**src/rtl/lwd_pkg.sv**
```systemverilog
// ----------------------------------------------------------------------------
// lwd_pkg
// Shared types and constants for the lzss window decompressor: window
// geometry, result status codes and the command passed from parser to copier.
// ----------------------------------------------------------------------------
package lwd_pkg;

  // window geometry
  localparam int unsigned WinAw    = 12;
  localparam int unsigned WinDepth = 1 << WinAw;
  localparam logic [WinAw-1:0] StartPos = WinAw'(WinDepth - 16);

  // token encoding
  localparam logic [4:0] MinMatchLen = 5'd3;

  // result status codes
  localparam logic [1:0] StData    = 2'd0;
  localparam logic [1:0] StOverrun = 2'd1;
  localparam logic [1:0] StCutOff  = 2'd2;
  localparam logic [1:0] StEarly   = 2'd3;

  // command queue depth
  localparam int unsigned CmdDepth = 2;
  localparam int unsigned CmdAw    = $clog2(CmdDepth);

  // one classified request: a literal, a window copy and/or a trailing error
  typedef struct packed {
    logic             is_lit;  // addr[7:0] carries the literal byte
    logic [WinAw-1:0] addr;    // copy source position
    logic [4:0]       count;   // data bytes to produce, 0 to 18
    logic [1:0]       err;     // status of a trailing error result, or StData
  } cmd_t;

endpackage

```
**src/rtl/lwd_cmd_fifo.sv**
```systemverilog
// ----------------------------------------------------------------------------
// lwd_cmd_fifo
// Short command queue between parser and copy engine.
// ----------------------------------------------------------------------------
module lwd_cmd_fifo (
  input  logic          clk_i,
  input  logic          rst_ni,
  input  logic          push_i,
  input  lwd_pkg::cmd_t cmd_i,
  output logic          full_o,
  input  logic          pop_i,
  output logic          empty_o,
  output lwd_pkg::cmd_t cmd_o
);
  import lwd_pkg::*;

  cmd_t             mem_q [CmdDepth];
  logic [CmdAw-1:0] wr_ptr_q;
  logic [CmdAw-1:0] rd_ptr_q;
  logic [CmdAw:0]   cnt_q;
  logic             do_push;
  logic             do_pop;

  assign full_o  = (cnt_q == (CmdAw+1)'(CmdDepth));
  assign empty_o = (cnt_q == '0);
  assign do_push = push_i && !full_o;
  assign do_pop  = pop_i && !empty_o;
  assign cmd_o   = mem_q[rd_ptr_q];

  // storage
  always_ff @(posedge clk_i) begin
    if (do_push) begin
      mem_q[wr_ptr_q] <= cmd_i;
    end
  end

  // pointers and fill level
  always_ff @(posedge clk_i or negedge rst_ni) begin
    if (!rst_ni) begin
      wr_ptr_q <= '0;
      rd_ptr_q <= '0;
      cnt_q    <= '0;
    end else begin
      if (do_push) begin
        wr_ptr_q <= wr_ptr_q + 1'b1;
      end
      if (do_pop) begin
        rd_ptr_q <= rd_ptr_q + 1'b1;
      end
      if (do_push && !do_pop) begin
        cnt_q <= cnt_q + 1'b1;
      end else if (do_pop && !do_push) begin
        cnt_q <= cnt_q - 1'b1;
      end
    end
  end

endmodule

```
**config.mk**
```make
export PLATFORM = sky130hd
export DESIGN_NAME = lwd_cmd_fifo
export DESIGN_NICKNAME = d
export VERILOG_FILES = /design/src/rtl/lwd_pkg.sv /design/src/rtl/lwd_cmd_fifo.sv
export SDC_FILE = /design/constraint.sdc
export NUM_CORES = 1
export LEC_CHECK = 0
export BUFFER_PORTS_ARGS = -buffer_cell sky130_fd_sc_hd__buf_4
export CAP_MARGIN = 15
export CORE_AREA = 2 2 84 86
export CTS_BUF_LIST = sky130_fd_sc_hd__clkbuf_4
export CTS_CLUSTER_SIZE = 14
export DETAILED_ROUTE_END_ITERATION = 7
export DIE_AREA = 0 0 86 88
export PLACE_DENSITY = 0.41
export SETUP_SLACK_MARGIN = 0.15
export SYNTH_ARGS = -nofsm -noshare
export SYNTH_HDL_FRONTEND = slang
export SYNTH_SLANG_ARGS = --single-unit
```
**constraint.sdc**
```tcl
create_clock -name clk_i -period 3.2 [get_ports clk_i]
set_clock_uncertainty 0.1 [all_clocks]
set_input_delay 0.48 -clock clk_i [delete_from_list [all_inputs] [get_ports clk_i]]
set_output_delay 0.48 -clock clk_i [all_outputs]
set_load 0.01 [all_outputs]
```
==> results.sh <==
export IMPL_clk_pin_slew_ns=0.13
export IMPL_synth_largest_area_cell="edfxtp_1"
export IMPL_final_min_clock_period_ns=2.39
export IMPL_io_buffers=45
export IMPL_cts_tree="built"
export IMPL_clock_latency_ns=0.34
export IMPL_dr_wl_met3_um=243
export IMPL_syn_num_nets=106
export IMPL_ios=46
export IMPL_wirelength_met1_um=1250
export IMPL_hold_path_class="in2reg"
export IMPL_drt_wirelength_per_cell_um=14.0
export IMPL_place_gp_congestion=0.620
export IMPL_antenna_found_initial=0
export IMPL_p_leak_nw=0.834
export IMPL_core_area_um2=6640
export IMPL_drc=0
export IMPL_setup_viol=0
export IMPL_die_x_um=86
export IMPL_fin_crit_sh_pct=74.8
export IMPL_synth_area_um2=1640
export IMPL_layout_nets=160
export IMPL_vias=855
export IMPL_first_iter_violations=29
export IMPL_cts_repair_resized=0
export IMPL_finalSetupTns_ns=0
export IMPL_arrival_ns=1.81
export IMPL_die_height_um=88
export IMPL_rows=30
export IMPL_crit_chain="buf_4 > mux2_1 > buf_4"
export IMPL_synth_edff_count=40
export IMPL_ys_types=14
export IMPL_die_area_um2=7570
export IMPL_critPathLaunchType="flop"
export IMPL_cts_sinks=44
export IMPL_antenna_left=0
export IMPL_rsz0062_at_grt="no"
export IMPL_grt_pass1_vias=948
export IMPL_final_hold_worst_slack_ns=0.208
export IMPL_crit_slowest_cell="dfrtp_1"
export IMPL_cellPowerDensity_nw_per_um2=834
export IMPL_clockBufferDepth=2
export IMPL_yosysWarnings=0
export IMPL_area_growth_pct=32.8
export IMPL_grt_pass1_wl_um=4690
export IMPL_status="finished, final reports clean"
export IMPL_clock_fmax_ghz=0.418
export IMPL_cp_required_ns=2.62
export IMPL_h_tree_depth=2
export IMPL_dr_pass1_iters=2
export IMPL_hold_violations=0
export IMPL_async_flop_share_pct=9.09
export IMPL_cts_hold_buf=1
export IMPL_ir_worst_vdd_uv=331
export IMPL_synth_seq_cells=44
export IMPL_grt_max_degree=21
export IMPL_synthCells=81
export IMPL_seq_area_frac_synth_pct=79.4
export IMPL_synth_area_leaders="edfxtp_1 (73%), mux2_1 (13%), dfrtp_1 (6.1%)"
export IMPL_highest_layer="met4"
export IMPL_criticalPathCategory="reg2out"
export IMPL_synth_ff_type="edfxtp_1"
export IMPL_grt_usage_pct=8.52
export IMPL_place_detailed_hpwl_um=2140
export IMPL_wl_met2_um=1490
export IMPL_crit_top_cell="buf_4"
export IMPL_drive_above_1_share_pct=41.9
export IMPL_viasPerCell=3.96
export IMPL_synthMostInstantiatedCell="edfxtp_1"
export IMPL_avgSynthCellArea_um2=20.2
export IMPL_start_util_pct=24.7
export IMPL_crit_fanout=11
export IMPL_cts_setup_buffers=0
export IMPL_end_kind="output port"
export IMPL_synth_common_cells="edfxtp_1 (40), mux2_1 (19), dfrtp_1 (4)"
export IMPL_slew_headroom_pct=65.2
export IMPL_slowest_delay_ns=0.65
export IMPL_cts_inserted_buffers=5
export IMPL_slew_violations=0
export IMPL_maxCapViolCount=0
export IMPL_cts_root_buffer="clkbuf_4"
export IMPL_antennaDiodeCount=0
export IMPL_max_slew_worst_pin_slew_ns=0.522
export IMPL_netlist_area_leader_share_pct=73.3
export IMPL_wirelength_um=3030
export IMPL_globalRouteOverflowTotal=0
-- path summary, 6_finish.rpt --
| path | start | to | slack, ns | depth (start not counted) |
|---|---|---|---|---|
| max | rd_ptr_q$_DFFE_PN0P_ | cmd_o[11] | 0.81 | 3 |
| min in group asynchronous | rst_ni | wr_ptr_q$_DFFE_PN0P_ | 0.35 | 2 |
| min reg2reg | wr_ptr_q$_DFFE_PN0P_ | wr_ptr_q$_DFFE_PN0P_ | 0.43 | 1 |
| max reg2reg | cnt_q[0]$_DFFE_PN0P_ | mem_q[0][19]$_DFFE_PP_ | 1.31 | 4 |
| min | cmd_i[15] | mem_q[1][15]$_DFFE_PP_ | 0.21 | 1 |
| max in group asynchronous | rst_ni | cnt_q[0]$_DFFE_PN0P_ | 2.54 | 2 |
-- metal layers --
layer / up-vias / track usage, %
li1: 412 / -
met1: 408 / 9.55
met2: 33 / 13.5
met3: 2 / 3.58
met4: 0 / 5.19
met5: - / 0
-- final cells by class --
type	instances	area [um2]
clock buffers	5	37.5
clock inverters	3	42.5
fillers	652	4470
inverters	2	7.51
multi-input cells	33	317
flip-flops and latches	44	1300
well taps	80	100
repair buffers	49	370
-- cells by family after synthesis --
family / Yosys count / synth area share, %
multiplexers: 20 / 13.8
XOR/XNOR: 5 / 2.67
AND/OR/NAND/NOR: 6 / 1.68
buffers and inverters: 4 / 1.37
adder cells (fa/ha/maj): 1 / 0.764
AO/OA/AOI/OAI: 1 / 0.305
flip-flops: 44 / 79.5
-- per-stage QoR --
stage / util [%] / instances / setup WS, ns / instance area [um2] / total power [mW]
after floorplan: - / 81 / 1.19 / 1640 / 1.20
after global placement: 31.4 / 207 / 1.18 / 2090 / 1.49
after detailed placement: 31.4 / 207 / 1.18 / 2090 / 1.51
after CTS: 32.7 / 216 / 0.752 / 2180 / 1.86
after global routing: 32.7 / 216 / 0.668 / 2180 / 1.92
final: 32.7 / 216 / 0.805 / 2180 / 1.81
-- sequential cells by signal (all words and copies together), names as in the netlist --
register / count
mem_q: 40
cnt_q: 2
rd_ptr_q: 1
wr_ptr_q: 1
-- cell usage in the layout, fill, tap and decap left out, types with 2 or more instances in the layout --
cell,count
xnor2_1,3
dfrtp_1,4
nor2_1,2
edfxtp_1,40
clkbuf_4,5
buf_4,48
xor2_1,2
mux2_1,19
inv_1,2
-- power by group --
part	switching [mW]	internal (mW)	leakage, nW
clock	0.174	0.163	0.0428
sequential	0.0711	0.790	0.418
combinational	0.298	0.318	0.373
-- worst max-delay path, delay by kind of cell (launching register included) --
kind / cells / cell delay [ns]
multiplexers: 1 / 0.37
buffers and inverters: 2 / 0.45
flip-flops: 1 / 0.65
Note: power is estimated with default switching activity, not from simulation.
