===== config.mk =====
export PLATFORM = sky130hd
export DESIGN_NAME = lwd_parser
export DESIGN_NICKNAME = d
export VERILOG_FILES = /design/src/rtl/lwd_pkg.sv /design/src/rtl/lwd_parser.sv
export SDC_FILE = /design/constraint.sdc
export NUM_CORES = 1
export LEC_CHECK = 0
export BUFFER_PORTS_ARGS = -buffer_cell sky130_fd_sc_hd__buf_2
export CORE_MARGIN = 2
export CORE_UTILIZATION = 50
export CTS_CLUSTER_SIZE = 12
export DETAILED_ROUTE_END_ITERATION = 7
export GPL_TIMING_DRIVEN = 0
export PLACE_DENSITY = 0.71
export SLEW_MARGIN = 10
export SYNTH_ARGS = -nofsm -noshare
export SYNTH_HDL_FRONTEND = slang
export SYNTH_SLANG_ARGS = --single-unit

===== constraint.sdc =====
create_clock -name clk_i -period 11.1 [get_ports clk_i]
set_input_delay 2.22 -clock clk_i [delete_from_list [all_inputs] [get_ports clk_i]]
set_output_delay 2.22 -clock clk_i [all_outputs]
set_load 0.01 [all_outputs]

===== src/rtl/lwd_pkg.sv =====
// ----------------------------------------------------------------------------
// lwd_pkg
// Shared types and constants for the lzss window decompressor: window
// geometry, result status codes and the command passed from parser to copier.
// ----------------------------------------------------------------------------
package lwd_pkg;

  // window geometry
  localparam int unsigned WinAw    = 12;
  localparam int unsigned WinDepth = 1 << WinAw;
  localparam logic [WinAw-1:0] StartPos = WinAw'(WinDepth - 16);

  // token encoding
  localparam logic [4:0] MinMatchLen = 5'd3;

  // result status codes
  localparam logic [1:0] StData    = 2'd0;
  localparam logic [1:0] StOverrun = 2'd1;
  localparam logic [1:0] StCutOff  = 2'd2;
  localparam logic [1:0] StEarly   = 2'd3;

  // command queue depth
  localparam int unsigned CmdDepth = 2;
  localparam int unsigned CmdAw    = $clog2(CmdDepth);

  // one classified request: a literal, a window copy and/or a trailing error
  typedef struct packed {
    logic             is_lit;  // addr[7:0] carries the literal byte
    logic [WinAw-1:0] addr;    // copy source position
    logic [4:0]       count;   // data bytes to produce, 0 to 18
    logic [1:0]       err;     // status of a trailing error result, or StData
  } cmd_t;

endpackage


===== src/rtl/lwd_parser.sv =====
// ----------------------------------------------------------------------------
// lwd_parser
// Front end: takes compressed bytes, tracks flag bits and match halves, and
// turns each request into at most one command for the copy engine. Keeps a
// projected output count so it can cut matches at the output size on its own.
// ----------------------------------------------------------------------------
module lwd_parser (
  input  logic          clk_i,
  input  logic          rst_ni,
  input  logic          in_valid_i,
  output logic          in_stall_o,
  input  logic [7:0]    in_byte_i,
  input  logic          in_last_i,
  input  logic [31:0]   size_i,
  input  logic          full_i,
  output logic          push_o,
  output lwd_pkg::cmd_t cmd_o
);
  import lwd_pkg::*;

  typedef enum logic {
    PH_TOKEN,
    PH_MATCH_HI
  } phase_e;

  phase_e      phase_q, phase_d;
  logic [7:0]  flags_q, flags_d;
  logic [3:0]  left_q, left_d;
  logic [7:0]  off_lo_q, off_lo_d;
  logic [31:0] pc_q, pc_d;
  logic        fin_q, fin_d;

  logic        accept;
  logic        active;
  logic [31:0] avail;
  logic        avail_small;
  logic [4:0]  len;
  logic [4:0]  cnt;

  assign in_stall_o  = full_i;
  assign accept      = in_valid_i && !full_i;
  assign active      = accept && !fin_q && (pc_q < size_i);
  assign avail       = size_i - pc_q;
  assign avail_small = (avail[31:5] == 27'd0);
  assign len         = {1'b0, in_byte_i[3:0]} + MinMatchLen;

  // token decode
  always_comb begin
    phase_d  = phase_q;
    flags_d  = flags_q;
    left_d   = left_q;
    off_lo_d = off_lo_q;
    pc_d     = pc_q;
    fin_d    = fin_q;
    push_o   = 1'b0;
    cmd_o    = '0;
    cnt      = 5'd0;
    if (active) begin
      if (phase_q == PH_MATCH_HI) begin
        phase_d     = PH_TOKEN;
        cmd_o.addr  = {in_byte_i[7:4], off_lo_q};
        if (avail_small && (avail[4:0] < len)) begin
          cnt       = avail[4:0];
          cmd_o.err = StOverrun;
          fin_d     = 1'b1;
        end else begin
          cnt = len;
        end
        cmd_o.count = cnt;
        push_o      = 1'b1;
      end else if (left_q == 4'd0) begin
        flags_d = in_byte_i;
        left_d  = 4'd8;
        if (in_last_i) begin
          cmd_o.err = StEarly;
          push_o    = 1'b1;
          fin_d     = 1'b1;
        end
      end else begin
        flags_d = {1'b0, flags_q[7:1]};
        left_d  = left_q - 4'd1;
        if (flags_q[0]) begin
          cnt         = 5'd1;
          cmd_o.is_lit = 1'b1;
          cmd_o.addr  = {4'd0, in_byte_i};
          cmd_o.count = cnt;
          push_o      = 1'b1;
        end else if (in_last_i) begin
          cmd_o.err = StCutOff;
          push_o    = 1'b1;
          fin_d     = 1'b1;
        end else begin
          off_lo_d = in_byte_i;
          phase_d  = PH_MATCH_HI;
        end
      end
      // output complete or stream over
      pc_d = pc_q + {27'd0, cnt};
      if ((cnt != 5'd0) && avail_small && (avail[4:0] <= cnt)) begin
        fin_d = 1'b1;
      end
      if (in_last_i) begin
        fin_d = 1'b1;
      end
    end
  end

  // parser state
  always_ff @(posedge clk_i or negedge rst_ni) begin
    if (!rst_ni) begin
      phase_q  <= PH_TOKEN;
      flags_q  <= 8'd0;
      left_q   <= 4'd0;
      off_lo_q <= 8'd0;
      pc_q     <= 32'd0;
      fin_q    <= 1'b0;
    end else begin
      phase_q  <= phase_d;
      flags_q  <= flags_d;
      left_q   <= left_d;
      off_lo_q <= off_lo_d;
      pc_q     <= pc_d;
      fin_q    <= fin_d;
    end
  end

endmodule


==> reports/results.ini, run 1 <==
[flow_run]
cap_viol_max_count = 0

[critical_path]
max_stage_delay_ps = 600
crit_required_ps = 11320
path_class = primary input to flip-flop
cp_common_cell = nor2_1
r2r_end = pc_q[22]
worstPathMaxFanout = 7
worst_setup_path_start_kind = primary input
regToRegSetupSlack_ps = 4450
critPathSlowestCell = or4b_2
arrival_ps = 8450
rr_startpoint = pc_q[7]
end_kind = flip-flop
worstRegToRegCells = 25

[clocking]
cts-root-buf = clkbuf_8
clock-sinks = 54
cts_setup_buffers = 0
clk_latency_ps = 330
h-tree-depth = 2
clkTransAtPathRegs_ps = 120
numCtsBuffers = 5
hold_buffers = 0
cts_tree = yes
post_cts_resized = 0
cts_buffer_depth = 2

[timing]
fin_hold_ws_ps = 479.9
hold_viol = 0
slew_headroom = 0.5223
period_needed_ps = 8236
fin_setup_tns_ps = 0
drv_slew = 0
rsz0062_at_grt = no
setup_viol = 0
tightest_slew_ps = 716.6
fmax_ghz = 0.1214
finalCritPeriodShare = 0.7420
finalClockSkew_ps = 12.24

[detailed_routing]
drt_iter0_drc = 269
wl_per_cell_microns = 16.18
dr_total_vias = 4828
drc = 0
first_pass_iters = 4
ant_nets = 0
post_drt_via_cell_ratio = 5.775
routed_wl_microns = 13530

[final_layout]
drive_gt1_frac = 0.1550
n_antenna_cell = 0
syn2layout_area_growth_pct = 11.62
fin_nets = 796

[synth]
synth_edf_count = 0
synth_compound_area_frac = 0.2098
yosysTopAreaCellShare = 0.2632
ys_seq_area_frac = 0.2632
synth_nets = 723
synthesis.area_sq_um = 5135
synthAdderAreaFrac = 0.1223
synthTopCellsByArea = dfrtp_1, ha_1, xnor2_1, nand2_1, a21oi_1
synthSimpleGateAreaFrac = 0.2215
synth_flop_cell = dfrtp_1
avgSynthCellArea_sq_um = 8.164
async_reset_ff_frac = 1.000
synth_mux_area_frac = 0.04142
ys_ff_latch = 54
yosys.area_share.xor_xnor = 0.09040
ys_types = 62
yosys.area.top_type = dfrtp_1
yosys_warnings = 0
syn_inst = 629
synth_top_family_by_area = simple AND/OR/NAND/NOR gates

[global_routing]
antenna_found_initial = 0
grt-ovfl-total = 0
grt_pass1_wl_microns = 22780
grt_max_degree = 55
first_global_vias = 4777
grt_use_total = 0.2506

[power]
peakVddDrop_mv = 0.09217
leakagePower_nw = 2.644
cellPowerDensity_nw_per_um2 = 137.1

[floorplan]
initial_utilization = 0.5205
core-area_sq_um = 9864
rows = 36
io_pins = 67
die_x_microns = 105.3
dieArea_sq_um = 11100
die_h_microns = 105.3

[place]
io_buffers = 66
post-dp-hpwl_microns = 10540
gp_routability_congestion = 0.9352

[min_path]
min_from = pc_q[8]
worstHoldPathCells = 1
hp-class = flip-flop to flip-flop
min_to = pc_q[8]

[outcome]
outcome = completed

## report_power, final
part / switching [W] / internal [W]
combinational: 0.000217 / 0.000165
sequential: 0.0000344 / 0.000242
clock: 0.0000804 / 0.0000475
## layout make-up
cell class                      instances  area, sq um
Clock inverter                          3        28.78
Timing Repair Buffer                   66        332.8
Sequential cell                        54         1351
Multi-Input combinational cell        510         3520
Fill cell                             926         4133
Buffer                                 26        117.6
Inverter                               39        146.4
Tap cell                              133        166.4
Clock buffer                            5        68.82
## worst max-delay path by stage
stage,from,to,cells past startpoint
finish,size_i[0],pc_q[22],28
global route,size_i[0],pc_q[22],28
CTS,size_i[0],pc_q[22],28
detailed placement,size_i[0],pc_q[22],28
global placement,size_i[0],pc_q[22],28
floorplan,size_i[0],cmd_o[2],14
## cells in the final DEF (no fill, tap or decap), types with 11 or more instances in the layout
cell type / n
nor2_1: 44
nand3_1: 23
dfrtp_1: 54
o21ai_0: 38
nand4_1: 11
nor3_1: 16
clkbuf_1: 16
buf_2: 70
ha_1: 47
xnor2_1: 36
nand2_1: 67
a21o_1: 17
xor2_1: 17
inv_1: 39
a21oi_1: 49
## synthesized netlist by cell type (11+ instances only)
cell	n
o21ai_0	38
nand4_1	11
xnor2_1	36
nor3_1	16
nand2_1	67
inv_1	39
clkbuf_1	16
xor2_1	17
nor2_1	44
ha_1	47
dfrtp_1	54
a21o_1	17
a21oi_1	49
nand3_1	23
## flip-flops by register name, indices dropped and copies added, names as in the netlist
register	flops
left_q	4
phase_q	1
off_lo_q	8
pc_q	32
fin_q	1
flags_q	8
## critical path, delay by kind of cell
kind | cells | cell delay [ps]
and+or+nand+nor | 11 | 2690
AOI/OAI and AO/OA | 7 | 1730
xor gates and xnor gates | 2 | 340
buffers and inverters | 4 | 500
adders and majority gates | 4 | 980
## through the flow
step | instances | util | setup WS (ps) | cell area [sq um] | power, W
after floorplan | 629 | - | 3469 | 5135 | 0.0005625
after global placement | 828 | 0.5709 | 2623 | 5632 | 0.0006425
after detailed placement | 828 | 0.5709 | 2591 | 5632 | 0.0006582
after CTS | 836 | 0.5808 | 2928 | 5729 | 0.0007903
after global routing | 836 | 0.5811 | 2515 | 5732 | 0.0008544
final | 836 | 0.5811 | 2864 | 5732 | 0.0007859
## cells by family after synthesis
| family | count (synthesis) |
|---|---|
| XOR/XNOR | 53 |
| multiplexers | 20 |
| adder cells (fa/ha/maj) | 49 |
| buffers and inverters | 65 |
| flip-flops | 54 |
| AND/OR/NAND/NOR | 221 |
| AO/OA/AOI/OAI | 167 |
## layer usage
metal / GRT usage / vias to the layer above / part of all wire
met3: 0.03154 / 10 / 0.048
met5: 0 / - / 0
met2: 0.4143 / 115 / 0.47
met4: 0.05619 / 0 / 0.0094
met1: 0.3496 / 2286 / 0.48
li1: - / 2417 / -
Note: power is estimated with default switching activity, not from simulation.
==> inputs of run 2 (changes only) <==
--- a/config.mk
+++ b/config.mk
@@ -5,13 +5,14 @@
 export SDC_FILE = /design/constraint.sdc
 export NUM_CORES = 1
 export LEC_CHECK = 0
+export ABC_AREA = 1
 export BUFFER_PORTS_ARGS = -buffer_cell sky130_fd_sc_hd__buf_2
 export CORE_MARGIN = 2
 export CORE_UTILIZATION = 50
 export CTS_CLUSTER_SIZE = 12
 export DETAILED_ROUTE_END_ITERATION = 7
 export GPL_TIMING_DRIVEN = 0
-export PLACE_DENSITY = 0.71
+export PLACE_DENSITY = 0.7
 export SLEW_MARGIN = 10
 export SYNTH_ARGS = -nofsm -noshare
 export SYNTH_HDL_FRONTEND = slang
==> constraint.sdc (replaced) <==
create_clock -name clk_i -period 7.9 [get_ports clk_i]
set_input_delay 1.58 -clock clk_i [delete_from_list [all_inputs] [get_ports clk_i]]
set_output_delay 1.58 -clock clk_i [all_outputs]
set_load 0.01 [all_outputs]
==> run 2 against run 1 <==
Net effect: register-to-register slack worse by 2000 ps; sequential cell count stayed put; sequential power about the same; synthesized cell count rose by 54%; die area is 17% higher; global-route usage decreased by 0.59 points; critical path depth unchanged; critical path type unchanged; critical endpoint is now pc_q[30]; largest power group is now sequential cells.
==> reports/results.ini, run 2 <==
[clocking]
numCtsBuffers = 5
h-tree-depth = 2
clock-sinks = 54
clk_latency_ps = 300
clkTransAtPathRegs_ps = 70
hold_buffers = 0
post_cts_resized = 0
cts_setup_buffers = 0
cts_tree = yes
cts_buffer_depth = 2
cts-root-buf = clkbuf_16

[global_routing]
grt_use_total = 0.2447
antenna_found_initial = 0
top_usage_layer = met2
grt.met2_usage = 0.4315
grt_pass1_wl_microns = 25700
use_met1 = 0.3238
first_global_vias = 5514
grt-ovfl-total = 0
grt_max_degree = 55
use_met3 = 0.03188

[timing]
setup_viol = 0
drv_slew = 0
finalClockSkew_ps = 10.69
finalCritPeriodShare = 0.8111
fmax_ghz = 0.1561
fin_setup_tns_ps = 0
hold_viol = 0
tightest_slew_ps = 697.8
period_needed_ps = 6407
fin_hold_ws_ps = 475.1
setup_ws_ps = 1493
slew_headroom = 0.5348
rsz0062_at_grt = no

[final_layout]
drive_gt1_frac = 0.1340
reg.largest.list = pc_q: 32 flops, flags_q: 8 flops, off_lo_q: 8 flops
fin_nets = 1138
final_cells = 1192
mostFrequentLayoutCells = nand2_1, inv_1, nor2_1
n_antenna_cell = 0
largest-register = pc_q
largest_register_ffs = 32
nFillCells = 1260
final_common_cell = nand2_1
syn2layout_area_growth_pct = 11.03
fin_area_sq_um = 6699

[place]
gp_routability_congestion = 0.9568
dp.cells = 1184
post-dp-hpwl_microns = 13000
preCtsSetupSlack_ps = 1262
placed_cell_area_sq_um = 6550
io_buffers = 66

[critical_path]
worstRegToRegCells = 26
cp_common_cell = nand2_1
arrival_ps = 6620
critPathTopFamily = simple AND/OR/NAND/NOR gates
worst_setup_path_start_kind = primary input
path_class = primary input to flip-flop
end_kind = flip-flop
critPathSlowestCell = a2111oi_4
r2r_end = pc_q[30]
crit_required_ps = 8110
rr_startpoint = pc_q[0]
max_stage_delay_ps = 510
regToRegSetupSlack_ps = 2490
crit_cells = 28
worstSetupStartpoint = size_i[0]
worstPathMaxFanout = 6
cp-endpoint = pc_q[30]
cp_num_buf_inv = 4

[floorplan]
initial_utilization = 0.5065
rows = 40
io_pins = 67
die_h_microns = 113.8
core-area_sq_um = 11910
die_x_microns = 113.8
dieArea_sq_um = 12960

[detailed_routing]
routed_wl_microns = 15380
post_drt_via_cell_ratio = 4.954
drt_iter0_drc = 321
ant_nets = 0
drc = 0
wl_per_cell_microns = 12.90
dr_total_vias = 5905
first_pass_iters = 5

[power]
cellPowerDensity_nw_per_um2 = 99.42
leakagePower_nw = 3.942
peakVddDrop_mv = 0.08593

[synth]
async_reset_ff_frac = 1.000
syn_inst = 971
synth_most_common_cell = nand2_1
avgSynthCellArea_sq_um = 6.213
synth_edf_count = 0
yosys.area.top_type = dfrtp_1
synth_flop_cell = dfrtp_1
synthTopCellsByArea = dfrtp_1, nand2_1, inv_1, ha_1, nor2_1
ys_types = 48
synth_nets = 1065
yosysTopAreaCellShare = 0.2240
yosys_warnings = 0
ys_ff_latch = 54
synthesis.area_sq_um = 6033
synth_common_cells = nand2_1, inv_1, nor2_1, nand3_1, dfrtp_1
ys_seq_area_frac = 0.2240

[min_path]
hp-class = flip-flop to flip-flop

[flow_run]
cap_viol_max_count = 0

[outcome]
outcome = completed

run 2: worst min-delay path by stage:
stage | startpoint | end | slack, ps | cells past startpoint
detailed placement | pc_q[30] | pc_q[30] | 460 | 1
floorplan | pc_q[30] | pc_q[30] | 440 | 1
finish | pc_q[30] | pc_q[30] | 480 | 1
global route | pc_q[30] | pc_q[30] | 490 | 1
global placement | pc_q[30] | pc_q[30] | 460 | 1
CTS | pc_q[30] | pc_q[30] | 470 | 1
run 2: worst reg2reg max path, cell delays in order, from the launching register on:
cell,delay (ps)
dfrtp_1,400
ha_1,170
inv_1,90
fa_1,460
nand3_1,130
nand3_2,110
xor2_1,290
ha_1,340
nand2_1,80
nor2_1,60
a2111oi_4,510
nand4_2,280
nand2_1,140
nand3_2,90
nand2_2,100
ha_1,200
fa_1,220
a21o_1,130
a21oi_1,80
nor2_1,110
o21ai_0,90
inv_1,120
nand2_1,80
nor4_2,400
nand2_1,180
nor4_1,290
xor2_1,180
run 2: area by class of cell:
cell class / instances / area, sq um / area share
Tap cell: 147 / 183.9 / 0.02746
Inverter: 197 / 744.5 / 0.1111
Clock inverter: 3 / 23.77 / 0.003549
Buffer: 9 / 46.29 / 0.006911
Multi-Input combinational cell: 711 / 3891 / 0.5809
Sequential cell: 54 / 1351 / 0.2017
Clock buffer: 5 / 125.1 / 0.01868
Timing Repair Buffer: 66 / 332.8 / 0.04968
run 2: metrics by stage:
step | utilization | power (W)
final | 0.5624 | 0.0006660
after floorplan | - | 0.0003977
after global routing | 0.5624 | 0.0007071
after CTS | 0.5624 | 0.0006708
after detailed placement | 0.5499 | 0.0004459
after global placement | 0.5497 | 0.0004444
run 2: logic make-up (layout without fill, tap and decap cells):
group / after synthesis / in the layout / synth area share
adders and majority gates: 49 / 49 / 0.1041
xor gates and xnor gates: 40 / 40 / 0.05807
DFF: 54 / 54 / 0.2240
AOI/OAI and AO/OA: 82 / 82 / 0.07673
and+or+nand+nor: 540 / 540 / 0.4061
buffers and inverters: 206 / 280 / 0.1311
run 2: routing by layer:
metal	up-vias	wire [microns]
met3	17	473
li1	3172	-
met4	0	272
met1	2614	7501
met2	102	7128
met5	-	0
run 2: power breakdown:
part           total (W)         switching, W  internal [W]
logic           0.000165             0.000105     0.0000607
clock network   0.000224             0.000106      0.000119
registers       0.000276  0.00000000000000705      0.000276
total           0.000666             0.000210      0.000456
